File: src/sv/chm_ram.sv
// Generic simple dual-port RAM: one write port, one registered read port.
module chm_ram #(
    parameter int WIDTH = 8,
    parameter int DEPTH = 16
) (
    input  logic                     i_clk,
    input  logic                     i_we,
    input  logic [$clog2(DEPTH)-1:0] i_waddr,
    input  logic [WIDTH-1:0]         i_wdata,
    input  logic [$clog2(DEPTH)-1:0] i_raddr,
    output logic [WIDTH-1:0]         o_rdata
);
    logic [WIDTH-1:0] r_mem [DEPTH];
    logic [WIDTH-1:0] r_rdata;

    // write and registered read
    always_ff @(posedge i_clk) begin
        if (i_we) begin
            r_mem[i_waddr] <= i_wdata;
        end
        r_rdata <= r_mem[i_raddr];
    end

    assign o_rdata = r_rdata;
endmodule

File: config.mk
export PLATFORM = sky130hd
export DESIGN_NAME = chm_ram
export DESIGN_NICKNAME = d
export VERILOG_FILES = /design/src/sv/chm_ram.sv
export SDC_FILE = /design/constraint.sdc
export NUM_CORES = 1
export LEC_CHECK = 0
export ABC_CLOCK_PERIOD_IN_PS = 1730
export BUFFER_PORTS_ARGS = -buffer_cell sky130_fd_sc_hd__buf_2
export CORE_MARGIN = 5
export CORE_UTILIZATION = 57
export CTS_BUF_LIST = sky130_fd_sc_hd__clkbuf_4
export DETAILED_ROUTE_END_ITERATION = 10
export GPL_TIMING_DRIVEN = 0
export PLACE_DENSITY_LB_ADDON = 0.3
export SLEW_MARGIN = 10
export SYNTH_ARGS = -nofsm -noshare
export SYNTH_HDL_FRONTEND = slang
export SYNTH_SLANG_ARGS = --single-unit
File: constraint.sdc
create_clock -name i_clk -period 1.73 [get_ports i_clk]
set_clock_uncertainty 0.05 [all_clocks]
set_input_delay 0.0865 -clock i_clk [delete_from_list [all_inputs] [get_ports i_clk]]
set_output_delay 0.0865 -clock i_clk [all_outputs]
set_load 0.03 [all_outputs]
[Word level (Yosys, flattened, before mapping)]
Memory sizes are Yosys's and may differ from the RTL's. A register that Yosys moved wholly into a read port is not among the register bits.
Index checks and enable logic that the tools add are counted.
Cells by class
  multiplexer cells: 2
Operators with widths (count)
  2-to-1 mux 1 bit: 2
Word-level totals
  input bits: 18
  output and inout port bits: 8
  word-level logic and storage cells: 3
  flip-flop bits (word level): 0
  bits in writable memories: 128
  memories: 1
Memory list
  r_mem: words 16, width 8, rd ports 1, clocked after Yosys merged registers in 1, wr ports 1, line 13  | logic [WIDTH-1:0] r_mem [DEPTH];

[Logic depth before layout (Yosys ltp)]
  depth in word-level cells: 2
  mapped depth: 5
  depth with buffers taken out: 3

[Worst setup path after synthesis]
Ideal clock, no wire load.
  kind: input -> register
  start point: input port i_waddr[2]
  end point: memory r_mem[0][0] (enable)
  data arrival time: 1.196 ns
  slack: 0.101 ns
  stages on the path: 2
  buffers on the path: 0
  data required time: 1.297 ns
  library setup time: 0.383 ns
  cells stage by stage: or3b_2 nor3_1
RTL lines
  start: declaration: line 8  | input logic [$clog2(DEPTH)-1:0] i_waddr,
  end: declaration: line 13
Straight into the memory's write port.

[Final worst setup path]
  start point: input port i_waddr[2]
  end point: memory r_mem[0][2] (enable)
Straight into the memory's write port.

==> results.toml <==
[floorplanning]
die_area_um2 = 11030
rows = 34
io_pins = 26
fp.coreArea_um2 = 8763
start_util_pct = 58.74
die_h_um = 105.0
die_w_um = 105.0

[logic_synthesis]
synth_seq_cells = 136
ys_seq_area_share_pct = 77.78
avgSynthCellArea_um2 = 22.48
synth_mux_area_share_pct = 15.02
postSynthCellCount = 229
synth_simple_gate_area_share_pct = 3.184
yosysWarnings = 0
synthesis.area_um2 = 5147
synth.distinct_cells = 19
synth_top_family_by_area = "multiplexers"
synth-xor-area-share_pct = 0
synth_top_cell_by_area = "edfxtp_1"
syn_nets = 247
ys_top_cells_by_area = "edfxtp_1 (75%), mux4_2 (7.9%), mux4_1 (7.1%), dfxtp_1 (3.1%), a22oi_1 (2.3%)"
synthAdderAreaFrac_pct = 0
synth-compound-area-share_pct = 2.333
synth_top_area_share_pct = 74.67

[placement]
dp_cells = 361
place.gp.congestion = 0.7073
dp_hpwl_um = 5788
portBuffers = 24

[worst_setup_path]
arrival_ns = 1.62
rrSetupSlack_ns = 0.23
critical_path.startpoint_type = "input port"
rr_worst_depth = 3
r2r-start = "r_mem[15][7]"
crit_type = "in2reg"
endpoint_kind = "flop"
r2r-end = "o_rdata[7]"
cp_data_required_time_ns = 1.78
worstPathMaxFanout = 8

[clocking]
cts_sinks = 136
cts.htree.levels = 4
cts_buffers = 17
cts_tree = "built"
clockRootBuffer = "clkbuf_4"
postCtsSetupRepairBufs = 0
clockBufferDepth = 2
cts_resized = 0
clk_latency_ns = 0.49
hold_buffers = 8
clk_pin_slew_worst_paths_ns = 0.11

[worst_hold_path]
min_from = "i_waddr[0]"
worstHoldPathType = "in2reg"
min_to = "r_mem[12][7]"
holdPathStages = 2

[route]
avgRoutedWirePerCell_um = 22.93
dr_total_vias = 2376
viasPerCell = 5.925
wl_um = 9195
drc_errors = 0
dr.first_iter.drc_count = 167
ant_nets = 0
dr.pass1.iters = 4

[layout]
final_util_pct = 66.38
finalNonFillerCells = 401
finalNetCount = 298
area_growth_pct = 13.00
antenna_cells = 0
fill_cells = 563
drive_gt1_share_pct = 29.01

[sta]
rsz0062_at_grt = "no"
hold_viol = 0
tns_ns = 0
setup_viol = 0
fmax_ghz = 0.6394
min_period_over_period_pct = 90.40
tightest_slew_ns = 1.127
relSlewSlack_pct = 24.27
hold_ws_ns = 0.05579
slew_viol_final = 0
period_minus_slack_ns = 1.564

[global_route]
antenna_found_initial = 0
grt_pass1_vias = 2496
gr-total-overflow = 0
grt_max_degree = 17
grt_util_all_layers_pct = 17.87
grt_pass1_wl_um = 14210

[run_status]
status = "finished, final reports clean"

[power_and_ir_drop]
powerDensity_nw_per_um2 = 1093
peakVddDrop_mv = 0.6018
p_leak_nw = 1.943
p_total_w = 0.006358

[job]
drv_cap = 0
==> cell families after synthesis <==
logic type / count (synthesis)
DFF: 136
and+or+nand+nor: 35
muxes: 32
AOI/OAI and AO/OA: 16
buffers and inverters: 10
==> critical path, stage by stage <==
cell    delay [ns]
buf_2         0.11
or3b_2        0.53
nor3_1        0.88
==> state kept, by name, indices dropped and copies added, names as in the netlist <==
name	flops
r_mem	128
o_rdata	8
==> cell type report <==
cell class	instances	area, um^2	area share [%]
Tap cell	108	135.1	2.323
Clock inverter	12	173.9	2.990
Clock buffer	20	150.1	2.581
Sequential cell	136	4004	68.83
Timing Repair Buffer	32	200.2	3.442
Multi-Input combinational cell	83	1067	18.35
Buffer	10	86.33	1.484
==> worst max-delay path by stage <==
stage	startpoint	slack, ns	depth (start not counted)	to
2_1_floorplan	i_waddr[2]	0.10	2	r_mem[0][0]
3_3_place_gp	i_waddr[2]	-0.40	3	r_mem[0][0]
3_5_place_dp	i_waddr[2]	-0.39	3	r_mem[0][0]
4_1_cts	i_waddr[2]	0.19	3	r_mem[0][2]
5_1_grt	i_waddr[2]	0.11	3	r_mem[0][2]
6_report	i_waddr[2]	0.17	3	r_mem[0][2]
==> power breakdown <==
group / switching (W) / internal (W)
Clock: 0.00107 / 0.00120
Sequential: 0.0000171 / 0.00368
Combinational: 0.000242 / 0.000158
Total: 0.00133 / 0.00503
==> layer usage <==
metal	vias to the layer above	track usage, %	part of all wire, %
met5	-	0	0
met4	0	5.753	0.97
met3	7	4.624	8.2
met1	1182	24.18	40
met2	105	28.78	51
li1	1082	-	-
==> layout by cell type, fill, tap and decap left out, types with 2 or more instances in the layout <==
master	Yosys	routed
nand2b_1	2	2
nor2_1	13	13
clkdlybuf4s25_2	3	3
bufinv_16	0	4
dlygate4sd3_1	0	8
edfxtp_1	128	128
clkinv_1	0	2
mux4_2	18	18
nor3_1	4	2
nand3b_1	2	2
clkinvlp_4	0	2
nor3_2	0	2
mux4_1	14	14
inv_6	0	2
dfxtp_1	8	8
nand2_1	9	9
clkbuf_4	0	20
a22oi_1	16	16
buf_2	3	27
buf_6	3	3
==> metrics by stage <==
step,instance area (um^2),setup WS [ns]
2_1_floorplan,5147,0.1006
3_3_place_gp,5403,-0.4012
3_5_place_dp,5403,-0.3851
4_1_cts,5807,0.1885
5_1_grt,5817,0.1069
6_report,5817,0.1661
==> cells in the mapped netlist <==
| library cell | number |
|---|---|
| buf_6 | 3 |
| mux4_1 | 14 |
| nand3b_1 | 2 |
| a22oi_1 | 16 |
| edfxtp_1 | 128 |
| mux4_2 | 18 |
| clkdlybuf4s25_2 | 3 |
| nand2_1 | 9 |
| or3b_2 | 1 |
| dfxtp_1 | 8 |
| nor3_1 | 4 |
| nand2b_1 | 2 |
| nor2_1 | 13 |
| nor2b_1 | 1 |
| and2_1 | 1 |
| nand3_1 | 1 |
| and2b_1 | 1 |
| buf_4 | 1 |
| buf_2 | 3 |
(Power assumes the default switching activity.)
