### config.mk
export PLATFORM = sky130hd
export DESIGN_NAME = chm_seq_flat
export DESIGN_NICKNAME = d
export VERILOG_FILES = /design/src/sv/chm_pkg.sv /design/src/sv/chm_ifs.sv /design/src/sv/chm_seq.sv /design/src/flat_wrapper.sv
export SDC_FILE = /design/constraint.sdc
export NUM_CORES = 1
export LEC_CHECK = 0
export BUFFER_PORTS_ARGS = -buffer_cell sky130_fd_sc_hd__clkbuf_2
export CORE_AREA = 2 2 118 234
export CTS_BUF_LIST = sky130_fd_sc_hd__clkbuf_16
export DETAILED_ROUTE_END_ITERATION = 8
export DIE_AREA = 0 0 120 236
export PLACE_DENSITY = 0.79
export SLEW_MARGIN = 20
export SYNTH_ARGS = -nofsm -noshare
export SYNTH_HDL_FRONTEND = slang
export SYNTH_SLANG_ARGS = --single-unit
### constraint.sdc
create_clock -name i_clk -period 4.1 [get_ports i_clk]
set_input_delay 0.41 -clock i_clk [delete_from_list [all_inputs] [get_ports i_clk]]
set_output_delay 0.41 -clock i_clk [all_outputs]
set_load 0.1 [all_outputs]
### src/sv/chm_pkg.sv
// Shared constants, codes, types and helpers of the chained hash map engine.
package chm_pkg;

    localparam int MAX_ITEMS     = 1024;
    localparam int MAX_BUCKETS   = 2048;
    // Growth keeps the bucket count a power of two, so bucket select is a mask.
    localparam int FIRST_BUCKETS = 16;

    localparam int ITEM_W  = $clog2(MAX_ITEMS + 1);
    localparam int NODE_AW = $clog2(MAX_ITEMS);
    localparam int BKT_AW  = $clog2(MAX_BUCKETS);
    localparam int BKT_W   = $clog2(MAX_BUCKETS + 1);
    localparam int KEY_W   = 32;
    localparam int CMD_W   = 3;
    localparam int STAT_W  = 2;

    localparam logic [ITEM_W-1:0] EMPTY_MARK = ITEM_W'(MAX_ITEMS);

    typedef enum logic [CMD_W-1:0] {
        CMD_CLEAR   = 3'd0,
        CMD_ADD     = 3'd1,
        CMD_GET     = 3'd2,
        CMD_RESTART = 3'd3,
        CMD_NEXT    = 3'd4
    } t_cmd;

    typedef enum logic [STAT_W-1:0] {
        ST_OK   = 2'd0,
        ST_MISS = 2'd1,
        ST_FULL = 2'd2
    } t_status;

    typedef enum logic [4:0] {
        S_IDLE,
        S_DISPATCH,
        S_CLR,
        S_GR_HEAD,
        S_GR_HDAT,
        S_GR_NDAT,
        S_GR_WLO,
        S_GR_WHI,
        S_ADD_RD,
        S_ADD_WR,
        S_GET_HDAT,
        S_GET_NDAT,
        S_NX_LINK,
        S_NX_SCAN,
        S_NX_HDAT,
        S_NX_OUT,
        S_RESP
    } t_state;

    // Bucket head memory access
    typedef struct packed {
        logic              we;
        logic [BKT_AW-1:0] waddr;
        logic [ITEM_W-1:0] wdata;
        logic [BKT_AW-1:0] raddr;
    } t_head_req;

    // Node pool access: key/content share one write enable, link has its own
    typedef struct packed {
        logic               rec_we;
        logic               link_we;
        logic [NODE_AW-1:0] waddr;
        logic [KEY_W-1:0]   key;
        logic [KEY_W-1:0]   content;
        logic [ITEM_W-1:0]  link;
        logic [NODE_AW-1:0] raddr;
    } t_node_req;

    function automatic logic node_ok(input logic [ITEM_W-1:0] n);
        return n < ITEM_W'(MAX_ITEMS);
    endfunction

endpackage

### src/sv/chm_ifs.sv
// Valid/ready channel interfaces for commands and responses.
interface chm_cmd_if;
    import chm_pkg::*;
    logic             valid;
    logic             ready;
    logic [CMD_W-1:0] command;
    logic [KEY_W-1:0] key;
    logic [KEY_W-1:0] content;

    modport source(output valid, output command, output key, output content, input ready);
    modport sink(input valid, input command, input key, input content, output ready);
endinterface

interface chm_rsp_if;
    import chm_pkg::*;
    logic              valid;
    logic              ready;
    logic [STAT_W-1:0] status;
    logic [KEY_W-1:0]  value;
    logic [ITEM_W-1:0] entries;

    modport source(output valid, output status, output value, output entries, input ready);
    modport sink(input valid, input status, input value, input entries, output ready);
endinterface

### src/sv/chm_seq.sv
// Command sequencer: chain walks, growth relinking and response buffer.
module chm_seq import chm_pkg::*; (
    input  logic              i_clk,
    input  logic              i_rst_n,
    chm_cmd_if.sink           i_cmd,
    chm_rsp_if.source         o_rsp,
    output t_head_req         o_head_req,
    input  logic [ITEM_W-1:0] i_head_rdata,
    output t_node_req         o_node_req,
    input  logic [KEY_W-1:0]  i_key_rdata,
    input  logic [KEY_W-1:0]  i_content_rdata,
    input  logic [ITEM_W-1:0] i_link_rdata
);
    t_state              r_state, n_state;
    logic [CMD_W-1:0]    r_cmd, n_cmd;
    logic [KEY_W-1:0]    r_key, n_key;
    logic [KEY_W-1:0]    r_content, n_content;
    logic [ITEM_W-1:0]   r_item_count, n_item_count;
    logic [BKT_W-1:0]    r_bucket_total, n_bucket_total;
    logic [BKT_W-1:0]    r_walk_bucket, n_walk_bucket;
    logic [ITEM_W-1:0]   r_walk_node, n_walk_node;
    logic [BKT_W-1:0]    r_new_total, n_new_total;
    logic [BKT_W-1:0]    r_b, n_b;
    logic [NODE_AW-1:0]  r_n, n_n;
    logic [ITEM_W-1:0]   r_lo, n_lo;
    logic [ITEM_W-1:0]   r_hi, n_hi;
    t_status             r_res_status, n_res_status;
    logic [KEY_W-1:0]    r_res_value, n_res_value;
    logic                r_out_valid, n_out_valid;
    logic [STAT_W-1:0]   r_out_status, n_out_status;
    logic [KEY_W-1:0]    r_out_value, n_out_value;
    logic [ITEM_W-1:0]   r_out_entries, n_out_entries;

    logic              accept;
    logic              out_free;
    logic              pool_full;
    logic              need_grow;
    logic [BKT_W:0]    dbl_count;
    logic [BKT_W-1:0]  grow_count;
    logic [BKT_AW-1:0] key_bkt;
    logic [BKT_AW-1:0] dst;
    logic              dst_lo;
    logic              wb_end;
    logic [BKT_W-1:0]  wb_inc;
    logic              wb_inc_end;
    logic              relink_last;
    logic              clr_last;
    logic              key_hit;

    // shared compare and index logic
    always_comb begin
        accept     = i_cmd.valid && (r_state == S_IDLE);
        out_free   = !r_out_valid || o_rsp.ready;
        pool_full  = r_item_count >= ITEM_W'(MAX_ITEMS);
        need_grow  = (r_bucket_total == '0)
                     || (BKT_W'(r_item_count) >= r_bucket_total);
        dbl_count  = (BKT_W+1)'(r_item_count) << 1;
        if (r_item_count == '0) begin
            grow_count = BKT_W'(FIRST_BUCKETS);
        end else if (dbl_count > (BKT_W+1)'(MAX_BUCKETS)) begin
            grow_count = BKT_W'(MAX_BUCKETS);
        end else begin
            grow_count = dbl_count[BKT_W-1:0];
        end
        key_bkt     = r_key[BKT_AW-1:0] & BKT_AW'(r_bucket_total - 1'b1);
        dst         = i_key_rdata[BKT_AW-1:0] & BKT_AW'(r_new_total - 1'b1);
        dst_lo      = dst == r_b[BKT_AW-1:0];
        wb_end      = r_walk_bucket >= r_bucket_total;
        wb_inc      = r_walk_bucket + 1'b1;
        wb_inc_end  = wb_inc >= r_bucket_total;
        relink_last = r_b == (r_bucket_total - 1'b1);
        clr_last    = r_b == (r_new_total - 1'b1);
        key_hit     = i_key_rdata == r_key;
    end

    // next state
    always_comb begin
        n_state = r_state;
        case (r_state)
            S_IDLE: begin
                if (accept) n_state = S_DISPATCH;
            end
            S_DISPATCH: begin
                case (t_cmd'(r_cmd))
                    CMD_ADD: begin
                        if (pool_full) n_state = S_RESP;
                        else if (!need_grow) n_state = S_ADD_RD;
                        else if (r_bucket_total == '0) n_state = S_CLR;
                        else if (grow_count == r_bucket_total) n_state = S_ADD_RD;
                        else n_state = S_GR_HEAD;
                    end
                    CMD_GET: begin
                        n_state = (r_bucket_total == '0) ? S_RESP : S_GET_HDAT;
                    end
                    CMD_NEXT: begin
                        if (wb_end) n_state = S_RESP;
                        else if (node_ok(r_walk_node)) n_state = S_NX_LINK;
                        else n_state = S_NX_SCAN;
                    end
                    default: n_state = S_RESP;
                endcase
            end
            S_CLR: begin
                if (clr_last) n_state = S_ADD_RD;
            end
            S_GR_HEAD: n_state = S_GR_HDAT;
            S_GR_HDAT: n_state = node_ok(i_head_rdata) ? S_GR_NDAT : S_GR_WLO;
            S_GR_NDAT: n_state = node_ok(i_link_rdata) ? S_GR_NDAT : S_GR_WLO;
            S_GR_WLO:  n_state = S_GR_WHI;
            S_GR_WHI:  n_state = relink_last ? S_ADD_RD : S_GR_HEAD;
            S_ADD_RD:  n_state = S_ADD_WR;
            S_ADD_WR:  n_state = S_RESP;
            S_GET_HDAT: n_state = node_ok(i_head_rdata) ? S_GET_NDAT : S_RESP;
            S_GET_NDAT: begin
                if (key_hit || !node_ok(i_link_rdata)) n_state = S_RESP;
            end
            S_NX_LINK: begin
                if (node_ok(i_link_rdata)) n_state = S_NX_OUT;
                else if (wb_inc_end) n_state = S_RESP;
                else n_state = S_NX_SCAN;
            end
            S_NX_SCAN: n_state = S_NX_HDAT;
            S_NX_HDAT: begin
                if (node_ok(i_head_rdata)) n_state = S_NX_OUT;
                else if (wb_inc_end) n_state = S_RESP;
                else n_state = S_NX_SCAN;
            end
            S_NX_OUT: n_state = S_RESP;
            S_RESP: begin
                if (out_free) n_state = S_IDLE;
            end
            default: n_state = S_IDLE;
        endcase
    end

    // datapath updates and memory requests
    always_comb begin
        n_cmd          = r_cmd;
        n_key          = r_key;
        n_content      = r_content;
        n_item_count   = r_item_count;
        n_bucket_total = r_bucket_total;
        n_walk_bucket  = r_walk_bucket;
        n_walk_node    = r_walk_node;
        n_new_total    = r_new_total;
        n_b            = r_b;
        n_n            = r_n;
        n_lo           = r_lo;
        n_hi           = r_hi;
        n_res_status   = r_res_status;
        n_res_value    = r_res_value;
        n_out_valid    = r_out_valid && !o_rsp.ready;
        n_out_status   = r_out_status;
        n_out_value    = r_out_value;
        n_out_entries  = r_out_entries;
        o_head_req     = '0;
        o_node_req     = '0;
        i_cmd.ready    = r_state == S_IDLE;

        case (r_state)
            S_IDLE: begin
                if (accept) begin
                    n_cmd     = i_cmd.command;
                    n_key     = i_cmd.key;
                    n_content = i_cmd.content;
                end
            end
            S_DISPATCH: begin
                n_res_status = ST_MISS;
                n_res_value  = '0;
                case (t_cmd'(r_cmd))
                    CMD_CLEAR: begin
                        n_item_count   = '0;
                        n_bucket_total = '0;
                        n_walk_bucket  = '0;
                        n_walk_node    = EMPTY_MARK;
                        n_res_status   = ST_OK;
                    end
                    CMD_ADD: begin
                        if (pool_full) begin
                            n_res_status = ST_FULL;
                        end
                        n_new_total = grow_count;
                        n_b         = '0;
                    end
                    CMD_GET: begin
                        o_head_req.raddr = key_bkt;
                    end
                    CMD_RESTART: begin
                        n_walk_bucket = '0;
                        n_walk_node   = EMPTY_MARK;
                        n_res_status  = ST_OK;
                    end
                    CMD_NEXT: begin
                        o_node_req.raddr = r_walk_node[NODE_AW-1:0];
                    end
                    default: begin
                        n_res_status = ST_MISS;
                    end
                endcase
            end
            // empty table: mark the first heads empty
            S_CLR: begin
                o_head_req.we    = 1'b1;
                o_head_req.waddr = r_b[BKT_AW-1:0];
                o_head_req.wdata = EMPTY_MARK;
                n_b              = r_b + 1'b1;
                if (clr_last) n_bucket_total = r_new_total;
            end
            S_GR_HEAD: begin
                o_head_req.raddr = r_b[BKT_AW-1:0];
                n_lo             = EMPTY_MARK;
                n_hi             = EMPTY_MARK;
            end
            S_GR_HDAT: begin
                if (node_ok(i_head_rdata)) begin
                    o_node_req.raddr = i_head_rdata[NODE_AW-1:0];
                    n_n              = i_head_rdata[NODE_AW-1:0];
                end
            end
            // push the node onto the low or high half of the split bucket
            S_GR_NDAT: begin
                o_node_req.link_we = 1'b1;
                o_node_req.waddr   = r_n;
                o_node_req.link    = dst_lo ? r_lo : r_hi;
                if (dst_lo) n_lo = ITEM_W'(r_n);
                else n_hi = ITEM_W'(r_n);
                if (node_ok(i_link_rdata)) begin
                    o_node_req.raddr = i_link_rdata[NODE_AW-1:0];
                    n_n              = i_link_rdata[NODE_AW-1:0];
                end
            end
            S_GR_WLO: begin
                o_head_req.we    = 1'b1;
                o_head_req.waddr = r_b[BKT_AW-1:0];
                o_head_req.wdata = r_lo;
            end
            S_GR_WHI: begin
                o_head_req.we    = 1'b1;
                o_head_req.waddr = BKT_AW'(r_b + r_bucket_total);
                o_head_req.wdata = r_hi;
                n_b              = r_b + 1'b1;
                if (relink_last) n_bucket_total = r_new_total;
            end
            S_ADD_RD: begin
                o_head_req.raddr = key_bkt;
            end
            S_ADD_WR: begin
                o_node_req.rec_we  = 1'b1;
                o_node_req.link_we = 1'b1;
                o_node_req.waddr   = r_item_count[NODE_AW-1:0];
                o_node_req.key     = r_key;
                o_node_req.content = r_content;
                o_node_req.link    = i_head_rdata;
                o_head_req.we      = 1'b1;
                o_head_req.waddr   = key_bkt;
                o_head_req.wdata   = r_item_count;
                n_item_count       = r_item_count + 1'b1;
                n_res_status       = ST_OK;
            end
            S_GET_HDAT: begin
                if (node_ok(i_head_rdata)) begin
                    o_node_req.raddr = i_head_rdata[NODE_AW-1:0];
                    n_n              = i_head_rdata[NODE_AW-1:0];
                end
            end
            S_GET_NDAT: begin
                if (key_hit) begin
                    n_res_status = ST_OK;
                    n_res_value  = i_content_rdata;
                end else if (node_ok(i_link_rdata)) begin
                    o_node_req.raddr = i_link_rdata[NODE_AW-1:0];
                    n_n              = i_link_rdata[NODE_AW-1:0];
                end
            end
            S_NX_LINK: begin
                if (node_ok(i_link_rdata)) begin
                    n_walk_node      = i_link_rdata;
                    o_node_req.raddr = i_link_rdata[NODE_AW-1:0];
                end else begin
                    n_walk_bucket = wb_inc;
                end
            end
            S_NX_SCAN: begin
                o_head_req.raddr = r_walk_bucket[BKT_AW-1:0];
            end
            S_NX_HDAT: begin
                n_walk_node = i_head_rdata;
                if (node_ok(i_head_rdata)) begin
                    o_node_req.raddr = i_head_rdata[NODE_AW-1:0];
                end else begin
                    n_walk_bucket = wb_inc;
                end
            end
            S_NX_OUT: begin
                n_res_status = ST_OK;
                n_res_value  = i_content_rdata;
            end
            // hand the item to the output register once it is free
            S_RESP: begin
                if (out_free) begin
                    n_out_valid   = 1'b1;
                    n_out_status  = r_res_status;
                    n_out_value   = r_res_value;
                    n_out_entries = r_item_count;
                end
            end
            default: begin
                n_res_status = r_res_status;
            end
        endcase
    end

    // registers
    always_ff @(posedge i_clk) begin
        if (!i_rst_n) begin
            r_state        <= S_IDLE;
            r_item_count   <= '0;
            r_bucket_total <= '0;
            r_walk_bucket  <= '0;
            r_walk_node    <= EMPTY_MARK;
            r_out_valid    <= 1'b0;
        end else begin
            r_state        <= n_state;
            r_item_count   <= n_item_count;
            r_bucket_total <= n_bucket_total;
            r_walk_bucket  <= n_walk_bucket;
            r_walk_node    <= n_walk_node;
            r_out_valid    <= n_out_valid;
        end
        r_cmd         <= n_cmd;
        r_key         <= n_key;
        r_content     <= n_content;
        r_new_total   <= n_new_total;
        r_b           <= n_b;
        r_n           <= n_n;
        r_lo          <= n_lo;
        r_hi          <= n_hi;
        r_res_status  <= n_res_status;
        r_res_value   <= n_res_value;
        r_out_status  <= n_out_status;
        r_out_value   <= n_out_value;
        r_out_entries <= n_out_entries;
    end

    assign o_rsp.valid   = r_out_valid;
    assign o_rsp.status  = r_out_status;
    assign o_rsp.value   = r_out_value;
    assign o_rsp.entries = r_out_entries;
endmodule
### src/flat_wrapper.sv
// flat-port wrapper written by rule: the top's interface ports become plain ports
module chm_seq_flat import chm_pkg::*;
  (i_clk, i_rst_n, o_head_req, i_head_rdata, o_node_req, i_key_rdata, i_content_rdata, i_link_rdata, i_cmd_valid, i_cmd_command, i_cmd_key, i_cmd_content, i_cmd_ready, o_rsp_valid, o_rsp_status, o_rsp_value, o_rsp_entries, o_rsp_ready);
  chm_cmd_if i_cmd_i ();
  chm_rsp_if o_rsp_i ();
  input  logic i_clk;
  input  logic i_rst_n;
  output t_head_req o_head_req;
  input  logic [ITEM_W-1:0] i_head_rdata;
  output t_node_req o_node_req;
  input  logic [KEY_W-1:0] i_key_rdata;
  input  logic [KEY_W-1:0] i_content_rdata;
  input  logic [ITEM_W-1:0] i_link_rdata;
  input wire logic [$bits(i_cmd_i.valid)-1:0] i_cmd_valid;
  input wire logic [$bits(i_cmd_i.command)-1:0] i_cmd_command;
  input wire logic [$bits(i_cmd_i.key)-1:0] i_cmd_key;
  input wire logic [$bits(i_cmd_i.content)-1:0] i_cmd_content;
  output wire logic [$bits(i_cmd_i.ready)-1:0] i_cmd_ready;
  output wire logic [$bits(o_rsp_i.valid)-1:0] o_rsp_valid;
  output wire logic [$bits(o_rsp_i.status)-1:0] o_rsp_status;
  output wire logic [$bits(o_rsp_i.value)-1:0] o_rsp_value;
  output wire logic [$bits(o_rsp_i.entries)-1:0] o_rsp_entries;
  input wire logic [$bits(o_rsp_i.ready)-1:0] o_rsp_ready;
  assign i_cmd_i.valid = i_cmd_valid;
  assign i_cmd_i.command = i_cmd_command;
  assign i_cmd_i.key = i_cmd_key;
  assign i_cmd_i.content = i_cmd_content;
  assign i_cmd_ready = i_cmd_i.ready;
  assign o_rsp_valid = o_rsp_i.valid;
  assign o_rsp_status = o_rsp_i.status;
  assign o_rsp_value = o_rsp_i.value;
  assign o_rsp_entries = o_rsp_i.entries;
  assign o_rsp_i.ready = o_rsp_ready;
  chm_seq u_core (.i_clk(i_clk), .i_rst_n(i_rst_n), .i_cmd(i_cmd_i), .o_rsp(o_rsp_i), .o_head_req(o_head_req), .i_head_rdata(i_head_rdata), .o_node_req(o_node_req), .i_key_rdata(i_key_rdata), .i_content_rdata(i_content_rdata), .i_link_rdata(i_link_rdata));
endmodule
Word level (Yosys, flattened, before mapping) --
Index checks and enable logic that the tools add are counted.
Word-level totals: logic and storage cells 182, input bits 157, flip-flop bits (word level) 254
Operators by class: order comparisons 8, reduce and logical (&&, ||, !) cells 40, bitwise gates (word level) 2, mux-type cells 66, add/sub/neg operators 6, equal/unequal tests 41
Operators by type and width (number):
- $pmux W11 S2 | 5
- $mux W12 | 9
- $pmux W32 S3 | 1
- $pmux W23 S4 | 1
- $pmux W5 S16 | 1
- $mux W11 | 7
- $pmux W12 S3 | 2
- $mux W10 | 7
- $mux W5 | 13
- $mux W64 | 1
- $pmux W11 S4 | 1
- $eq A5 B4 Y1 const B | 8
- $pmux W10 S4 | 1
- $eq A12 B12 Y1 | 3
- $lt A11 B11 Y1 const B | 3
- $pmux W11 S3 | 1
- $eq A32 B32 Y1 | 1
- $mux W32 | 1
- $pmux W10 S3 | 1
- $add A12 B1 Y12 const B | 2
- $ge A12 B12 Y1 | 2
- $pmux W12 S2 | 1
- $sub A12 B1 Y12 const B | 2
- $and A11 B11 Y11 | 2
- other kinds (35) | 87

Logic depth before layout (Yosys ltp) --
Gate-level depths: netlist of run 1.
word-level depth 10, depth in mapped cells 14, gate-level depth less buffers 14

Worst setup path after synthesis of run 1 --
No wires, ideal clock.
path kind reg-to-output, start point register u_core.r_b[2], end point output o_head_req[32] (netlist bit), setup slack -1.496 ns, stages on the path, launching flop included 8, arrival 5.186 ns, cells stage by stage edfxtp_1 ha_1 a21oi_1 o21ai_0 a2111oi_0 o41ai_1 xnor2_1 o311ai_0
RTL lines:
- start, declared | RTL line chm_seq.sv:23 | logic [BKT_W-1:0] r_b, n_b;
- start signal, assigned | RTL line chm_seq.sv:335 | r_b <= n_b;
- end, declared | RTL line flat_wrapper.sv:8 | output t_head_req o_head_req;

==> impl_metrics.csv, run 1 <==
group,metric,value,unit
detailed_routing,final_antenna_net_count,0,
global_routing,overflow,0,
timing,hold_viol,0,
critical_path,setup.worst_path.class,"register to output port",
critical_path,startpoint,"u_core.r_new_total[2]",
critical_path,crit_buf_inv,4,
die,dieArea,28300,sq um
die,core_area,26700,sq um
critical_path,crit_chain,"inv_2 > ha_4 > or3b_4 > buf_6 > xnor2_1 > a222oi_1 > o21ai_1 > a2111oi_2 > a21boi_4 > buf_12 > mux2i_4 > o22ai_4 > buf_12",
synthesis,synth_edf_count,201,
power_and_ir_drop,powerDensity,382,nW/um^2
critical_path,r2r_end,"u_core.r_state[4]",
die,die_width,120,um
clock_tree,clockBufferDepth,3,
synthesis,synth_top_area_share,42.9,%
critical_path,crit_family,"compound AO/OA/AOI/OAI gates",
synthesis,syn_nets,1547,
cells_and_area,diodes,0,
clock_tree,htreeDepth,1,
placed_design,portBuffers,334,
global_routing,grt_use_total,30.2,%
timing,fin_crit_sh,99.5,%
synthesis,syn-cell-area,14100,sq um
flow_run,max_cap_viol_count,0,
timing,worst_pin_slew,1090,ps
timing,finalSetupViolations,0,
synthesis,yosys_warnings,0,
timing,max_slew_margin,26.9,%
clock_tree,clkSinkCount,252,
synthesis,synth_area_leaders,"edfxtp_1 43%, dfxtp_1 7.3%, and2_1 5.4%",
critical_path,critical_path.most_common_cell,"buf_12",
cells_and_area,design_area,17500,sq um
critical_path,cp_data_arrival_time,3670,ps
synthesis,synthDistinctLibCells,82,
clock_tree,clk_pin_slew,80,ps
global_routing,grt_pass1_vias,12300,
power_and_ir_drop,ir_drop,0.000361,V
timing,setup_ws,19.1,ps
global_routing,grt_pass1_wl,67.3,mm
critical_path,crit_path_end_kind,"output port",
cells_and_area,fin_nets,1871,
critical_path,critical-path-slowest-cell,"edfxtp_1",
outcome,status,"finished clean",
timing,slew_violations,0,
clock_tree,insertion_delay,550,ps
detailed_routing,wl_per_cell,21.4,um
placed_design,dpl_cell_area,16500,sq um
critical_path,reg2reg_depth,13,
clock_tree,ctsHoldBuffers,0,
timing,fin_crit,4080,ps
critical_path,r2r-start,"u_core.r_walk_bucket[0]",
detailed_routing,vias_per_cell,5.97,
detailed_routing,drtPass1Iterations,5,
critical_path,startpoint_type,"register",
placed_design,place_ws,306,ps
power_and_ir_drop,leakagePower,0.00759,uW
critical_path,worstPathMaxFanout,7,
detailed_routing,drt_iter0_markers,1179,
detailed_routing,via_count,12100,
synthesis,yosysSeqAreaShare,50.2,%
detailed_routing,drt_wl_total,43.5,mm
placed_design,place_congestion,0.928,
timing,max_freq,245,MHz
synthesis,syn_avg_cell_area,10.5,sq um
die,ioPinCount,335,
die,row_count,85,
critical_path,worstSetupPathDepth,13,
synthesis,async_reset_ff_share,0,%
placed_design,hpwlAfterDp,32.5,mm
critical_path,slowest_delay,420,ps
global_routing,antenna_found_initial,1,
critical_path,crit_path_end,"o_node_req[20]",
timing,finalClockSkew,17.3,ps
clock_tree,cts_inserted_buffers,24,
cells_and_area,area_delta_synth_final,24.8,%
clock_tree,cts_root_buffer,"clkbuf_16",
synthesis,ys.flop_type,"edfxtp_1",
min_path,hold_path.class,"primary input to register",
global_routing,grt_max_degree,68,
cells_and_area,drive_above_1_share,28.6,%
clock_tree,cts_tree,"done",
critical_path,critical_path_required,3690,ps
synthesis,yosys.area.top_type,"edfxtp_1",
synthesis,synth_cells,1341,
die,start_util,52.7,%
critical_path,reg2reg_slack,660,ps
detailed_routing,drc,0,
die,fp.dieH,236,um
timing,rsz0062_at_grt,"true",
synthesis,ys_ff_latch,252,
[area by class of cell]
type | instances | area (sq um)
multi-input combinational | 956 | 6720
clock buffer | 24 | 601
clock inverter | 20 | 179
sequential | 252 | 7060
fill | 2137 | 9150
tap | 348 | 435
timing repair buffer | 377 | 2360
inverter | 54 | 203
[through the flow]
stage          hold WS, ps  total power [uW]  setup TNS, ps  util, %  std cells
2_1_floorplan          400              4130           -316        -       1341
3_3_place_gp           400              4470              0     61.9       1980
3_5_place_dp           405              4500              0     61.9       1980
4_1_cts               14.9              6720              0     65.3       2031
5_1_grt               28.6              6910           -433     65.7       2031
6_report              32.0              6710              0     65.7       2031
[power breakdown]
part           internal [uW]  switching (uW)  total (uW)
clock                   1210            1030        2240
combinational            306             879        1180
sequential              3110             175        3290
[flip-flops by register name, indices dropped and copies added, names as in the netlist, 2 cells and up]
| register | count |
|---|---|
| u_core.o_rsp.value | 32 |
| u_core.r_content | 32 |
| u_core.r_res_status | 2 |
| u_core.r_lo | 11 |
| u_core.o_rsp.status | 2 |
| u_core.r_walk_bucket | 12 |
| u_core.r_new_total | 11 |
| u_core.r_res_value | 32 |
| u_core.r_cmd | 3 |
| u_core.r_state | 5 |
| u_core.r_bucket_total | 11 |
| u_core.r_b | 12 |
| u_core.r_n | 10 |
| u_core.r_key | 32 |
| u_core.r_hi | 11 |
| u_core.r_walk_node | 11 |
| u_core.o_rsp.entries | 11 |
| u_core.r_item_count | 11 |
[worst min path at each step]
stage	startpoint	end	slack (ps)	depth (start not counted)
6_report	i_cmd_key[10]	u_core.r_key[10]	30	1
4_1_cts	i_cmd_key[10]	u_core.r_key[10]	10	1
5_1_grt	i_cmd_key[29]	u_core.r_key[29]	30	1
3_3_place_gp	u_core.r_res_value[29]	u_core.o_rsp.value[29]	400	0
2_1_floorplan	u_core.r_res_status[0]	u_core.o_rsp.status[0]	400	0
3_5_place_dp	u_core.r_res_value[23]	u_core.o_rsp.value[23]	400	0
[cell families after synthesis]
kind of cell	after synthesis	synth area share (%)
buffers and inverters	133	3.72
adder cells (fa/ha/maj)	49	4.42
AND/OR/NAND/NOR	494	18.6
multiplexers	36	2.67
flip-flops	252	50.2
AO/OA/AOI/OAI	280	14.3
XOR/XNOR	97	6.04
[routing by layer]
metal  up-vias  GRT usage, %  wire, um
li1       5530             -         -
met4         2          14.9      2140
met1      5785          37.8     16400
met5         -             0        12
met2       671          49.8     21300
met3       137          5.61      3710
[synth_stat cells, types with 12 or more instances]
master	n
edfxtp_1	201
and2_1	122
nand2_1	101
nor2_1	88
clkbuf_1	68
o21ai_0	62
xor2_1	56
inv_1	52
dfxtp_1	51
ha_1	48
nand3_1	42
xnor2_1	41
a21oi_1	39
a22oi_1	32
a21o_1	26
mux2i_1	24
nand2b_1	22
nor3_1	20
and3_1	19
nor2b_1	18
nor4_1	17
a222oi_1	12
mux2_2	12
[timing repair]
| action | 4_1_cts | 5_1_grt |
|---|---|---|
| pin swaps | 0 | 6 |
| endpoints found under the hold margin | 0 | 0 |
| gates cloned | 1 | 0 |
| endpoints found under the setup margin | 11 | 22 |
| gates resized for setup | 12 | 24 |
| buffers inserted | 6 | 1 |
[cells in the final DEF (no fill, tap or decap), drive strengths merged, types with 12 or more instances in the layout]
master	instances
a21oi	39
nand2b	23
nand2	101
xor2	56
a222oi	12
inv	57
nor2	88
dfxtp	51
o21ai	70
a22oi	32
a21o	26
clkbuf	335
nand3	42
nor2b	18
mux2	12
and2	122
buf	66
mux2i	24
ha	48
xnor2	41
nor4	19
and3	19
nor3	20
edfxtp	201
Power figures use the tool's default switching activity.
==> run 2, diff against run 1 <==
Clock period 4.1 ns to 5.1 ns, I/O delays scaled along.
==> impl_metrics.csv, run 2 (synthesis results as in run 1) <==
group,metric,value,unit
outcome,status,"finished, violations left",
outcome,violations,"design-rule violations",
critical_path,critical_path_required,4590,ps
timing,fin_tns_setup,0,ps
placed_design,place_congestion,0.961,
global_routing,antenna_found_initial,0,
timing,worst_pin_slew,1110,ps
die,dieArea,28300,sq um
cells_and_area,layout.cells.non_filler,2008,
power_and_ir_drop,pwr-share-clk,32.0,%
cells_and_area,area_delta_synth_final,19.5,%
placed_design,dpl_cell_area,16000,sq um
global_routing,grt_max_degree,63,
power_and_ir_drop,leakagePower,0.00735,uW
timing,fin_crit,4610,ps
timing,slew_violations,0,
power_and_ir_drop,power_switching,1620,uW
timing,finalSetupViolations,0,
die,start_util,52.7,%
cells_and_area,diodes,0,
detailed_routing,wl_per_cell,21.2,um
detailed_routing,final_antenna_net_count,0,
critical_path,crit_chain,"inv_1 > ha_1 > or3b_1 > or4_4 > nand3_1 > nand4_1 > a2111oi_2 > a21boi_4 > buf_12 > mux2i_1 > o22ai_1 > clkbuf_2",
die,die_width,120,um
global_routing,grt_pass1_wl,64.7,mm
die,fp.dieH,236,um
timing,max_freq,217,MHz
global_routing,grt_use_total,29.1,%
clock_tree,ctsHoldBuffers,0,
cells_and_area,drive_above_1_share,25.5,%
power_and_ir_drop,ir_drop,0.000308,V
min_path,hold_path.class,"primary input to register",
clock_tree,insertion_delay,530,ps
detailed_routing,drt_iter0_markers,1087,
clock_tree,clockBufferDepth,3,
placed_design,place_ws,767,ps
power_and_ir_drop,powerDensity,314,nW/um^2
die,ioPinCount,335,
timing,max_slew_margin,25.9,%
detailed_routing,drt_wl_total,42.5,mm
global_routing,grt_pass1_vias,11700,
timing,setup_ws,491,ps
detailed_routing,via_count,11900,
placed_design,hpwlAfterDp,31.6,mm
critical_path,cp_data_arrival_time,4100,ps
critical_path,setup.worst_path.class,"register to output port",
clock_tree,htreeDepth,1,
cells_and_area,layout_commonest_cell,"clkbuf_2",
power_and_ir_drop,p_comb_share,17.8,%
detailed_routing,drtPass1Iterations,9,
cells_and_area,final_util,62.9,%
cells_and_area,ff_latch_area,7060,sq um
critical_path,slowest_delay,530,ps
detailed_routing,drc,1,
timing,rsz0062_at_grt,"false",
timing,hold_viol,0,
clock_tree,cts_inserted_buffers,23,
clock_tree,cts_root_buffer,"clkbuf_16",
timing,finalClockSkew,14.3,ps
detailed_routing,vias_per_cell,5.92,
clock_tree,clk_pin_slew,70,ps
power_and_ir_drop,seqPwrFrac,50.2,%
placed_design,place_inst,1964,
placed_design,portBuffers,334,
cells_and_area,fin_nets,1849,
critical_path,startpoint_type,"register",
global_routing,overflow,0,
critical_path,worstPathMaxFanout,13,
cells_and_area,multiInputGateArea,6510,sq um
cells_and_area,design_area,16800,sq um
clock_tree,cts_tree,"done",
power_and_ir_drop,p_sw_share,30.7,%
flow_run,max_cap_viol_count,0,
critical_path,critical-path-slowest-cell,"or4_4",
die,core_area,26700,sq um
timing,fin_crit_sh,90.4,%
critical_path,crit_path_end_kind,"output port",
cells_and_area,layout_common_cells,"334 x clkbuf_2, 201 x edfxtp_1, 122 x and2_1, 101 x nand2_1, 87 x nor2_1",
cells_and_area,fill_cells,2180,
die,row_count,85,
clock_tree,clkSinkCount,252,
power_and_ir_drop,p_int,3650,uW
-- run 2: changes by cell type in the layout (fill, tap and decap cells not counted), moves of 5 or more --
cell	previous run	this run
buf_4	41	20
o21ai_2	11	0
buf_12	24	1
o21ai_0	54	59
mux2i_1	15	24
clkbuf_2	311	334
mux2i_4	9	0
o21ai_1	5	11
inv_1	52	58
-- run 2: path summary, 6_finish.rpt --
check	cells past startpoint	slack (ps)	from	to
worst max-delay path	12	490	u_core.r_new_total[1]	o_node_req[20]
worst min-delay path	1	150	i_cmd_command[0]	u_core.r_cmd[0]
worst min register to register	0	420	u_core.r_res_value[26]	u_core.o_rsp.value[26]
worst max register to register	10	1490	u_core.r_new_total[1]	u_core.r_lo[1]
-- run 2: layout make-up --
class                      count  share of cell area [%]
timing repair buffer         356                    11.1
inverter                      54                    1.21
tap                          348                    2.59
sequential                   252                    42.0
clock inverter                18                   0.715
clock buffer                  24                    3.58
multi-input combinational    956                    38.8
-- run 2: routing by layer --
layer	global-route usage (%)	vias up	wire, um
li1	-	5495	-
met3	4.98	94	3550
met1	37.9	5654	16800
met5	0	-	0
met2	48.9	635	20800
met4	9.77	0	1390
-- run 2: per-stage QoR --
stage / hold slack, ps / total power, uW
finish: 153 / 5270
CTS: 135 / 5280
global route: 140 / 5450
floorplan: 400 / 3320
detailed placement: 405 / 3600
global placement: 400 / 3580
-- run 2: critical path, delay by kind of cell, from the launching register on --
family                   cells  cell delay (ps)
adder cells (fa/ha/maj)      1              240
buffers and inverters        3              690
flip-flops                   1              490
AND/OR/NAND/NOR              4             1240
AO/OA/AOI/OAI                3              670
multiplexers                 1              230
-- run 2: power groups by stage --
stage | Combinational [uW] | Clock [uW] | Sequential [uW]
4_1_cts | 918 | 1720 | 2640
2_1_floorplan | 518 | 0 | 2800
5_1_grt | 994 | 1790 | 2660
6_report | 939 | 1690 | 2640
3_3_place_gp | 900 | 0 | 2680
3_5_place_dp | 915 | 0 | 2680
-- run 2: timing repair --
item                                    CTS  global route
endpoints found under the setup margin    0             1
gates resized for setup                   0             0
hold endpoints to repair                  0             0
buffers inserted                          0             1
